[config.mk]
export PLATFORM = sky130hd
export DESIGN_NAME = disparity_hue_colorizer
export DESIGN_NICKNAME = d
export VERILOG_FILES = /design/src/rtl/core/dhc_pkg.sv /design/src/rtl/core/dhc_map.sv /design/src/rtl/core/disparity_hue_colorizer.sv
export SDC_FILE = /design/constraint.sdc
export NUM_CORES = 1
export LEC_CHECK = 0
export BUFFER_PORTS_ARGS = -buffer_cell sky130_fd_sc_hd__buf_2
export CAP_MARGIN = 20
export CORE_ASPECT_RATIO = 1.4
export CORE_MARGIN = 8
export CORE_UTILIZATION = 33
export CTS_CLUSTER_SIZE = 25
export DETAILED_ROUTE_END_ITERATION = 12
export HOLD_SLACK_MARGIN = 0.02
export SYNTH_ARGS = -nofsm -noshare
export SYNTH_HDL_FRONTEND = slang
export SYNTH_SLANG_ARGS = --single-unit
[constraint.sdc]
create_clock -name clock -period 26.4 [get_ports clock]
set_input_delay 3.96 -clock clock [delete_from_list [all_inputs] [get_ports clock]]
set_output_delay 3.96 -clock clock [all_outputs]
set_load 0.005 [all_outputs]
[src/rtl/core/dhc_pkg.sv]
`timescale 1ns / 1ps

package dhc_pkg;

   localparam int DispWidth   = 16;
   localparam int MinWidth    = 12;
   localparam int FracBits    = 4;
   localparam int ClampWidth  = 11;
   localparam int HueWidth    = 14;
   localparam int ModWidth    = 12;
   localparam int ChanWidth   = 8;

   // clamp of dq and hue wheel geometry, in 1/1600 sector units
   localparam logic signed [DispWidth-1:0] DqClamp    = 16'sd1600;
   localparam logic [HueWidth-1:0]         HueTop     = 14'd9600;
   localparam logic [HueWidth-1:0]         SectorSpan = 14'd1600;
   localparam logic [ChanWidth-1:0]        ChanFull   = 8'd255;
   localparam logic [ChanWidth-1:0]        ChanOff    = 8'd0;

   // x = floor(v * 255 / 1600) = (v * RampMul) >> RampShift, exact for v <= 1600
   localparam int                RampShift = 20;
   localparam int                ProdWidth = 29;
   localparam logic [17:0]       RampMul   = 18'd167117;

   typedef enum logic [2:0] {
      SECT_0 = 3'd0,
      SECT_1 = 3'd1,
      SECT_2 = 3'd2,
      SECT_3 = 3'd3,
      SECT_4 = 3'd4,
      SECT_5 = 3'd5
   } sector_type;

   typedef struct packed {
      logic [ChanWidth-1:0] channel0;
      logic [ChanWidth-1:0] channel1;
      logic [ChanWidth-1:0] channel2;
   } pixel_type;

endpackage

[src/rtl/core/dhc_map.sv]
`timescale 1ns / 1ps

module dhc_map (
   input  logic signed [dhc_pkg::DispWidth-1:0] disparity,
   input  logic signed [dhc_pkg::MinWidth-1:0]  disp_floor,
   output dhc_pkg::pixel_type                   pixel
);

   logic signed [dhc_pkg::DispWidth-1:0] threshold;
   logic                                 paint;
   logic [dhc_pkg::ClampWidth-1:0]       dq_clamped;
   logic [dhc_pkg::HueWidth-1:0]         dq_times6;
   logic [dhc_pkg::HueWidth-1:0]         hue;
   dhc_pkg::sector_type                  sector;
   logic [dhc_pkg::HueWidth-1:0]         pair_base;
   logic [dhc_pkg::ModWidth-1:0]         hue_mod;
   logic [dhc_pkg::ClampWidth-1:0]       ramp_dev;
   logic [dhc_pkg::ClampWidth-1:0]       ramp_in;
   logic [dhc_pkg::ProdWidth-1:0]        ramp_prod;
   logic [dhc_pkg::ChanWidth-1:0]        ramp;

   // 16 * disp_floor fits exactly in the disparity width
   assign threshold = {disp_floor, {dhc_pkg::FracBits{1'b0}}};
   assign paint     = (disparity > threshold) && (disparity > 16'sd0);

   assign dq_clamped = (disparity > dhc_pkg::DqClamp) ?
                       dhc_pkg::DqClamp[dhc_pkg::ClampWidth-1:0] :
                       disparity[dhc_pkg::ClampWidth-1:0];

   // 6*d as two shifted copies
   assign dq_times6 = {1'b0, dq_clamped, 2'b00} + {2'b00, dq_clamped, 1'b0};
   assign hue       = dhc_pkg::HueTop - dq_times6;

   // sector by compare ladder
   always_comb begin
      if (hue >= dhc_pkg::HueWidth'(5 * dhc_pkg::SectorSpan)) begin
         sector = dhc_pkg::SECT_5;
      end else if (hue >= dhc_pkg::HueWidth'(4 * dhc_pkg::SectorSpan)) begin
         sector = dhc_pkg::SECT_4;
      end else if (hue >= dhc_pkg::HueWidth'(3 * dhc_pkg::SectorSpan)) begin
         sector = dhc_pkg::SECT_3;
      end else if (hue >= dhc_pkg::HueWidth'(2 * dhc_pkg::SectorSpan)) begin
         sector = dhc_pkg::SECT_2;
      end else if (hue >= dhc_pkg::SectorSpan) begin
         sector = dhc_pkg::SECT_1;
      end else begin
         sector = dhc_pkg::SECT_0;
      end
   end

   // hue mod 3200 from the sector pair
   assign pair_base = sector[2] ? dhc_pkg::HueWidth'(4 * dhc_pkg::SectorSpan) :
                      sector[1] ? dhc_pkg::HueWidth'(2 * dhc_pkg::SectorSpan) : '0;
   assign hue_mod   = dhc_pkg::ModWidth'(hue - pair_base);

   always_comb begin
      if (hue_mod >= dhc_pkg::ModWidth'(dhc_pkg::SectorSpan)) begin
         ramp_dev = dhc_pkg::ClampWidth'(hue_mod - dhc_pkg::ModWidth'(dhc_pkg::SectorSpan));
      end else begin
         ramp_dev = dhc_pkg::ClampWidth'(dhc_pkg::ModWidth'(dhc_pkg::SectorSpan) - hue_mod);
      end
   end

   assign ramp_in   = dhc_pkg::ClampWidth'(dhc_pkg::SectorSpan) - ramp_dev;
   assign ramp_prod = dhc_pkg::ProdWidth'(ramp_in * dhc_pkg::RampMul);
   assign ramp      = ramp_prod[dhc_pkg::RampShift +: dhc_pkg::ChanWidth];

   always_comb begin
      pixel.channel0 = dhc_pkg::ChanOff;
      pixel.channel1 = dhc_pkg::ChanOff;
      pixel.channel2 = dhc_pkg::ChanOff;
      if (paint) begin
         case (sector)
            dhc_pkg::SECT_0: begin
               pixel.channel0 = dhc_pkg::ChanFull;
               pixel.channel1 = ramp;
            end
            dhc_pkg::SECT_1: begin
               pixel.channel0 = ramp;
               pixel.channel1 = dhc_pkg::ChanFull;
            end
            dhc_pkg::SECT_2: begin
               pixel.channel1 = dhc_pkg::ChanFull;
               pixel.channel2 = ramp;
            end
            dhc_pkg::SECT_3: begin
               pixel.channel1 = ramp;
               pixel.channel2 = dhc_pkg::ChanFull;
            end
            dhc_pkg::SECT_4: begin
               pixel.channel0 = ramp;
               pixel.channel2 = dhc_pkg::ChanFull;
            end
            default: begin
               pixel.channel0 = dhc_pkg::ChanFull;
               pixel.channel2 = ramp;
            end
         endcase
      end
   end

endmodule

[src/rtl/core/disparity_hue_colorizer.sv]
// disparity to false color on a hue wheel, one pixel per transaction
// an accepted request is registered in the input stage, then in the result register that drives rsp_valid
// throughput: one transaction per cycle while rsp_stall stays low
// reset: synchronous active high; clears both stage valids and the disparity floor to 0
// the color math is one constant multiply plus adds, subtracts and compares between the two registers
`timescale 1ns / 1ps

module disparity_hue_colorizer (
   input  logic                                  clock,
   input  logic                                  reset,
   // configuration
   input  logic                                  csr_wr_en,
   input  logic [dhc_pkg::MinWidth-1:0]          csr_wr_data,
   // request channel
   input  logic                                  req_valid,
   output logic                                  req_stall,
   input  logic signed [dhc_pkg::DispWidth-1:0]  req_disparity,
   input  logic                                  req_end_of_frame,
   // response channel
   output logic                                  rsp_valid,
   input  logic                                  rsp_stall,
   output logic [dhc_pkg::ChanWidth-1:0]         rsp_channel0,
   output logic [dhc_pkg::ChanWidth-1:0]         rsp_channel1,
   output logic [dhc_pkg::ChanWidth-1:0]         rsp_channel2,
   output logic                                  rsp_frame_last
);

   // configuration register
   logic signed [dhc_pkg::MinWidth-1:0]  min_disp_ff;

   // input stage
   logic                                 s1_valid_ff;
   logic                                 s1_valid_in;
   logic signed [dhc_pkg::DispWidth-1:0] s1_disparity_ff;
   logic                                 s1_eof_ff;

   // result stage
   logic                                 rsp_valid_ff;
   logic                                 rsp_valid_in;
   dhc_pkg::pixel_type                   rsp_pixel_ff;
   logic                                 rsp_eof_ff;

   dhc_pkg::pixel_type                   pixel;
   logic                                 out_advance;
   logic                                 req_take;

   // result stage loads when empty or when its transaction leaves this cycle
   assign out_advance = !rsp_valid_ff || !rsp_stall;
   // input stage frees up when it is empty or moves into the result stage
   assign req_stall   = s1_valid_ff && !out_advance;
   assign req_take    = req_valid && !req_stall;

   assign s1_valid_in  = req_take || (s1_valid_ff && !out_advance);
   assign rsp_valid_in = out_advance ? s1_valid_ff : rsp_valid_ff;

   always_ff @(posedge clock) begin
      if (reset) begin
         min_disp_ff <= '0;
      end else if (csr_wr_en) begin
         min_disp_ff <= csr_wr_data;
      end
   end

   always_ff @(posedge clock) begin
      if (reset) begin
         s1_valid_ff  <= 1'b0;
         rsp_valid_ff <= 1'b0;
      end else begin
         s1_valid_ff  <= s1_valid_in;
         rsp_valid_ff <= rsp_valid_in;
      end
   end

   // payload: input stage captures on every accepted transaction
   always_ff @(posedge clock) begin
      if (req_take) begin
         s1_disparity_ff <= req_disparity;
         s1_eof_ff       <= req_end_of_frame;
      end
   end

   // color mapping between the two registers
   dhc_map u_map (
      .disparity  (s1_disparity_ff),
      .disp_floor (min_disp_ff),
      .pixel      (pixel)
   );

   always_ff @(posedge clock) begin
      if (out_advance && s1_valid_ff) begin
         rsp_pixel_ff <= pixel;
         rsp_eof_ff   <= s1_eof_ff;
      end
   end

   assign rsp_valid      = rsp_valid_ff;
   assign rsp_channel0   = rsp_pixel_ff.channel0;
   assign rsp_channel1   = rsp_pixel_ff.channel1;
   assign rsp_channel2   = rsp_pixel_ff.channel2;
   assign rsp_frame_last = rsp_eof_ff;

   // an accepted request always lands in the input stage
   a_take_lands: assert property (@(posedge clock) disable iff (reset)
      req_take |=> s1_valid_ff)
      else $error("accepted request lost before input stage");

   // a stall toward the requester only while the input stage is occupied
   a_stall_occupied: assert property (@(posedge clock) disable iff (reset)
      req_stall |-> s1_valid_ff)
      else $error("request stalled with empty input stage");

   // an item that moves on shows up as a result next cycle
   a_move_result: assert property (@(posedge clock) disable iff (reset)
      (s1_valid_ff && out_advance) |=> rsp_valid_ff)
      else $error("input stage moved but no result");

   // non-positive disparity gives a black pixel
   a_black: assert property (@(posedge clock) disable iff (reset)
      (s1_valid_ff && out_advance && !(s1_disparity_ff > 16'sd0)) |=>
      (rsp_channel0 == 8'd0 && rsp_channel1 == 8'd0 && rsp_channel2 == 8'd0))
      else $error("non-positive disparity not painted black");

endmodule

== Word-level counts from Yosys, hierarchy flattened ==
Cells that the tools add are included.

* Add/sub/neg operators: 6
* Multipliers: 1
* Order comparisons: 9
* Equality and inequality tests: 4
* Mux-type cells: 12
* Reductions and logical operators: 17

{| class="wikitable"
|+ Operators with widths
! cell !! count
|-
| $pmux 8 s2 || 3
|-
| $ge 14x13->1 const B || 3
|-
| $mul 11x18->28 const B || 1
|-
| $mux 12 || 2
|-
| $mux 11 || 2
|-
| $sub 11x11->11 const A || 2
|-
| $gt 16x1->1 const B || 1
|-
| $gt 16x12->1 const B || 1
|-
| $gt 16x16->1 || 1
|-
| $add 13x12->14 || 1
|-
| $ge 14x11->1 const B || 1
|-
| $ge 14x12->1 const B || 1
|-
| $sub 14x14->14 const A || 1
|-
| $ge 12x11->1 const B || 1
|-
| $mux 3 || 4
|-
| $reduce_or 2->1 || 6
|-
| $sub 12x12->12 || 1
|-
| $sub 11x11->11 const B || 1
|-
| $eq 3x2->1 const B || 2
|-
| $logic_and 1x1->1 || 4
|-
| $logic_not 1->1 || 4
|-
| $eq 3x1->1 const B || 1
|-
| $eq 3x3->1 const B || 1
|-
| $logic_not 3->1 || 1
|-
| other kinds (2) || 3
|}

* Flip-flop bits (word level): 56
* Input bits: 34
* Output and inout port bits: 27
* Logic and storage cells: 58

== Logic depth before layout (Yosys ltp) ==
* Depth in word-level cells: 18
* Mapped depth: 54
* Gate-level depth less buffers: 52

== By module ==
Synthesis repeated with hierarchy kept, for this count alone.

* Cell total of the unflattened synthesis: 720
* Area total of the unflattened synthesis: 6792.8 um^2

{| class="wikitable"
|+ By module, submodules not included
! module !! instances !! cells an instance !! area each (um^2) !! seq. area each (um^2)
|-
| dhc_map || 1 || 630 || 5033.6 || 0.0
|-
| disparity_hue_colorizer || 1 || 90 || 1759.2 || 1541.5
|}

== Worst setup path after synthesis ==
Ideal clock, no wire load.

* Kind: register to register
* Start point: reg s1_disparity_ff[15] (netlist name)
* End point: reg rsp_pixel_ff (netlist bit rsp_channel1[5]) (data pin)
* Library setup time: 283 ps
* Arrival: 11126 ps
* Required time: 26117 ps
* Setup slack: 14991 ps
* Cell stages (with the launch flop): 52
* Period minus slack after synthesis: 11409 ps
* Cells stage by stage: edfxtp_1 > buf_6 > or4_4 > nor2_1 > a21o_1 > nand2b_1 > ha_1 > inv_1 > ha_1 > o21ai_0 > a21oi_1 > o21ba_2 > or4_4 > and2_1 > nor2_1 > o31ai_1 > nand3_1 > nor2_1 > [... 16 more ...] > fa_1 > fa_1 > inv_1 > fa_1 > ha_1 > a21o_1 > a21oi_1 > o21ai_0 > a21oi_1 > o21bai_1 > a211o_1 > a21o_1 > a21oi_1 > o21a_1 > o21ai_0 > a21oi_1 > xor2_1 > a21oi_1

* Cells in the longest elaborated chain, start to end: 17
* Elaborated cells between the ends (all ways): 33
* Those cells by class: 6 x add/sub; 1 x mul; 9 x order compare; 3 x eq/ne; 10 x mux; 4 x reduce/logical

{| class="wikitable"
|+ RTL lines
! what !! line !! RTL
|-
| from (decl) || disparity_hue_colorizer.sv:34 || <nowiki>logic signed [dhc_pkg::DispWidth-1:0] s1_disparity_ff;</nowiki>
|-
| from (signal assigned) || disparity_hue_colorizer.sv:77 || <nowiki>s1_disparity_ff <= req_disparity;</nowiki>
|-
| $gt 16x12->1 || dhc_map.sv:26 || <nowiki>assign dq_clamped = (disparity > dhc_pkg::DqClamp) ?</nowiki>
|-
| $mux 11 || dhc_map.sv:26 ||
|-
| $add 13x12->14 || dhc_map.sv:31 || <nowiki>assign dq_times6 = {1'b0, dq_clamped, 2'b00} + {2'b00, dq_clamped, 1'b0};</nowiki>
|-
| $sub 14x14->14 || dhc_map.sv:32 || <nowiki>assign hue = dhc_pkg::HueTop - dq_times6;</nowiki>
|-
| $ge 14x12->1 || dhc_map.sv:42 || <nowiki>end else if (hue >= dhc_pkg::HueWidth'(2 * dhc_pkg::SectorSpan)) begin</nowiki>
|-
| $mux 3 || dhc_map.sv:42 ||
|-
| $mux 3 || dhc_map.sv:40 || <nowiki>end else if (hue >= dhc_pkg::HueWidth'(3 * dhc_pkg::SectorSpan)) begin</nowiki>
|-
| $mux 3 || dhc_map.sv:38 || <nowiki>end else if (hue >= dhc_pkg::HueWidth'(4 * dhc_pkg::SectorSpan)) begin</nowiki>
|-
| $mux 3 || dhc_map.sv:36 || <nowiki>if (hue >= dhc_pkg::HueWidth'(5 * dhc_pkg::SectorSpan)) begin</nowiki>
|-
| $mux 12 || dhc_map.sv:53 || <nowiki>sector[1] ? dhc_pkg::HueWidth'(2 * dhc_pkg::SectorSpan) : '0;</nowiki>
|-
| $mux 12 || dhc_map.sv:52 || <nowiki>assign pair_base = sector[2] ? dhc_pkg::HueWidth'(4 * dhc_pkg::SectorSpan) :</nowiki>
|-
| $sub 12x12->12 || dhc_map.sv:54 || <nowiki>assign hue_mod = dhc_pkg::ModWidth'(hue - pair_base);</nowiki>
|-
| $sub 11x11->11, or another cell as far along || dhc_map.sv:60 || <nowiki>ramp_dev = dhc_pkg::ClampWidth'(dhc_pkg::ModWidth'(dhc_pkg::SectorSpan) - hue_mod);</nowiki>
|-
| $mux 11 || dhc_map.sv:57 || <nowiki>if (hue_mod >= dhc_pkg::ModWidth'(dhc_pkg::SectorSpan)) begin</nowiki>
|-
| $sub 11x11->11 || dhc_map.sv:64 || <nowiki>assign ramp_in = dhc_pkg::ClampWidth'(dhc_pkg::SectorSpan) - ramp_dev;</nowiki>
|-
| $mul 11x18->28 || dhc_map.sv:65 || <nowiki>assign ramp_prod = dhc_pkg::ProdWidth'(ramp_in * dhc_pkg::RampMul);</nowiki>
|-
| $pmux 8 s2 || dhc_map.sv:73 || <nowiki>case (sector)</nowiki>
|-
| to (signal assigned) || disparity_hue_colorizer.sv:91 || <nowiki>rsp_pixel_ff <= pixel;</nowiki>
|-
| to (decl) || disparity_hue_colorizer.sv:40 || <nowiki>dhc_pkg::pixel_type rsp_pixel_ff;</nowiki>
|}

Several ways; a longest one is shown, not always the timed one.
A chain may end at the register's enable or synchronous reset.

== Worst setup path after layout ==
Same ends and word-level chain as after synthesis.

==> summary.md <==
| Metric | Value |
|---|---|
| Status | complete, no violations |
| Reg-to-reg startpoint | s1_disparity_ff[15]$_DFFE_PP_ |
| Post-cts repair resize count | 0 |
| Initial antenna violation count | 0 |
| YS warnings | 0 |
| Setup violators final | 0 |
| CTS Buf Count | 5 |
| ANT cells | 0 |
| EDFF count, synth | between 40 and 50 |
| DRT iter0 DRCs | 170 |
| Clock tree sinks | 56 |
| Reg2reg path depth | 48 |
| Share of layout cells above drive strength 1 | between 10% and 20% |
| Routed Antenna Nets | 0 |
| Hold wc startpoint | s1_eof_ff$_DFFE_PP_ |
| Worst slew pin tran | 0.905 ns |
| Fin nets | roughly 1000 |
| Seq/Total Area, Yosys | 22.6% |
| CTS root buf | clkbuf_16 |
| Synthesis-to-layout area growth | 10.9% |
| First-pass GRT wire length | ~27 mm |
| Core area | roughly 20000 um2 |
| CP max stage delay | around 0.64 ns |
| RR Endpoint | rsp_channel1[5]$_SDFFCE_PN0P_ |
| CTS tree | built |
| Pins over their slew limit | 0 |
| Cts hold-fix bufs | 0 |
| DR vias | ~5.4k |
| Clock Tree Buf Depth | 2 |
| Crit-path leading delay family | compound AO/OA/AOI/OAI gates |
| Cell mode on critical path | a21oi_1 |
| Largest net degree at the start of global routing | 26 |
| Number of cells on the critical path | 48 |
| Worst-skew pair later-pin latency | about 0.3 ns |
| Asr flop ratio synth | 0% |
| Critical-path maximum fanout | 19 |
| Avg Inst Size Synth | between 9 and 10 um2 |
| Die Y | about 190 um |
| Syn Nets | about 900 |
| Filler cell count | 2126 |
| Worst Path Class, Setup | reg -> reg |
| DRC errors left | 0 |
| Top_reg_cell synth | edfxtp_1 |
| Reg area | 1540 um2 |
| Final setup TNS | 0 ns |
| RSZ-0062 raised after global routing | no |
| Clock Skew | between 0.007 and 0.008 ns |
| Hold EP | rsp_frame_last$_DFFE_PP_ |
| Hold crit path type | reg -> reg |
| DRT Pass-1 Iters | 4 |
| Area occupied by multi-input gates | approximately 4800 um2 |
| Cell Area, Synth | 6810 um2 |
| Crit path launch type | flop |
| Final Cycle Share | about 49% |
| Die area | ~26000 um2 |
| Dpl hpwl | approximately 14 mm |
| H-tree depth | 2 |
| Slew HR | 39.2% |
| #FFs+latches synth | 56 |
| Routed WL per cell | approximately 15 um |
| Post-Place Cells | 1040 |
| Reg clk slew, reported paths | roughly 0.070 ns |
| Vias in the first global route | between 5k and 6k |
| CP bufs+invs | 3 |
| Endpoints failing hold | 0 |
| Row count | slightly above 60 |
| Overflow after GRT | 0 |
| Critical path's slowest cell | a211oi_4 |
| Register-to-Register Setup Slack | 13.41 ns |
| Starting density of the core | between 30% and 40% |
| Max-cap violations | 0 |
| Max Clk Rate | about 77 MHz |
| Min Tclk post-route | ~13 ns |
| Worst endpoint required time | ~26 ns |
| Gr usage total | about an eighth |
| Crit. End Element | flop |
| Port Buffers | 60 |
| Chip width | about 140 um |
| Worst hold path cell count | 0 |
| DRT Wirelength | 15.7 mm |
| Finished Layout Cells | between 1k and 1.5k |
| Post-Synthesis Cells | ~730 |
| Placer Congestion | about 0.9 |
| Avg Vias per Cell | approximately 5.1 |
| I/O pins | 61 |
| Postcts setup bufs | 0 |
| Crit path DAT | 13.00 ns |
| Synth cell types | between 60 and 70 |
-- logic make-up after synthesis --
family | count (synthesis) | synth area share (%)
adders and majority gates | 159 | 33.1
xor gates and xnor gates | 35 | 4.81
DFF | 56 | 22.6
muxes | 20 | 2.96
and+or+nand+nor | 180 | 13.8
buffers and inverters | 124 | 6.96
AOI/OAI and AO/OA | 159 | 15.8
-- worst register-to-register path, delay by kind of cell (launching register included) --
family	cells	cell delay (ns)
buffers and inverters	3	0.16
flip-flops	1	0.52
XOR/XNOR	2	0.43
AND/OR/NAND/NOR	11	2.72
AO/OA/AOI/OAI	22	4.92
adder cells (fa/ha/maj)	10	3.95
-- registers in the layout (all words and copies together) (netlist names) --
| name | flops |
|---|---|
| rsp_valid | 1 |
| rsp_channel2 | 8 |
| rsp_channel0 | 8 |
| s1_eof_ff | 1 |
| rsp_frame_last | 1 |
| rsp_channel1 | 8 |
| s1_disparity_ff | 16 |
| min_disp_ff | 12 |
| s1_valid_ff | 1 |
-- cells in the mapped netlist, types with 3 or more instances --
cell	number	area (um2)
dfxtp_1	14	280
xor2_1	15	131
edfxtp_1	42	1260
ha_1	124	1550
or3_1	5	31.3
nor2b_1	9	56.3
buf_1	3	11.3
o21ai_0	29	145
fa_1	35	701
and2_1	4	25.0
clkbuf_1	6	22.5
and3_1	4	25.0
nor3_1	11	55.1
mux2i_1	19	190
nand3_1	13	65.1
nor4_1	3	18.8
nand2_1	34	128
o31ai_1	5	37.5
o21a_1	12	90.1
nand4_1	11	68.8
a211oi_1	8	60.1
or4_1	3	22.5
o21bai_1	4	30.0
or2_2	11	68.8
a41oi_1	4	35.0
nand2b_1	7	43.8
o311ai_0	3	26.3
xnor2_1	18	158
a21o_1	13	97.6
a311oi_1	3	26.3
and4_1	3	26.3
inv_1	113	424
nor2_1	51	191
a31oi_1	5	31.3
a211o_1	6	52.6
a21oi_1	46	230
-- layout make-up --
type | instances | area share, %
sequential | 56 | 20.4
clock inverter | 2 | 0.182
multi-input combinational | 553 | 63.5
timing repair buffer | 62 | 4.18
clock buffer | 6 | 1.84
inverter | 113 | 5.62
tap | 256 | 4.24
-- worst max-delay path by stage --
| stage | slack (ns) | startpoint | to |
|---|---|---|---|
| 6_report | 13.41 | s1_disparity_ff[15]$_DFFE_PP_ | rsp_channel1[5]$_SDFFCE_PN0P_ |
| 5_1_grt | 12.38 | s1_disparity_ff[15]$_DFFE_PP_ | rsp_channel1[5]$_SDFFCE_PN0P_ |
| 4_1_cts | 13.43 | s1_disparity_ff[15]$_DFFE_PP_ | rsp_channel1[5]$_SDFFCE_PN0P_ |
| 3_5_place_dp | 13.45 | s1_disparity_ff[15]$_DFFE_PP_ | rsp_channel1[5]$_SDFFCE_PN0P_ |
| 3_3_place_gp | 13.63 | s1_disparity_ff[15]$_DFFE_PP_ | rsp_channel1[5]$_SDFFCE_PN0P_ |
| 2_1_floorplan | 14.99 | s1_disparity_ff[15]$_DFFE_PP_ | rsp_channel1[5]$_SDFFCE_PN0P_ |
-- metrics by stage --
step                hold slack, ns  util, %  instance area (um2)  setup WS [ns]
finish                       0.423     37.0                 7550          13.41
global route                 0.438     37.0                 7550          12.38
CTS                          0.424     37.0                 7550          13.43
detailed placement           0.406     36.3                 7400          13.45
global placement             0.409     36.3                 7400          13.63
floorplan                    0.400        -                 6810          14.99
-- placed cells by master (no fill, tap or decap), drive strengths merged, types with 3 or more instances in the layout --
cell and count:
a211o 6, a211oi 9, a21o 13, a21oi 46
a311oi 3, a31oi 5, a41oi 4, and2 4
and3 4, and4 4, buf 62, clkbuf 6
dfxtp 14, edfxtp 42, fa 35, ha 124
inv 114, mux2i 19, nand2 34, nand2b 7
nand3 13, nand4 11, nor2 51, nor2b 9
nor3 11, nor4 4, o21a 12, o21ai 31
o21bai 4, o311ai 3, o31ai 5, or2 11
or3 5, or4 5, xnor2 19, xor2 15
-- metal layers --
metal / track usage, % / wire length, um
met5: 0 / 0
met4: 4.01 / 444
met3: 2.22 / 601
met2: 24.3 / 8260
met1: 14.0 / 6440
Power is left out: the tool's default activity adds up to more than one toggle a clock period on the data nets, which glitch-free logic cannot reach.
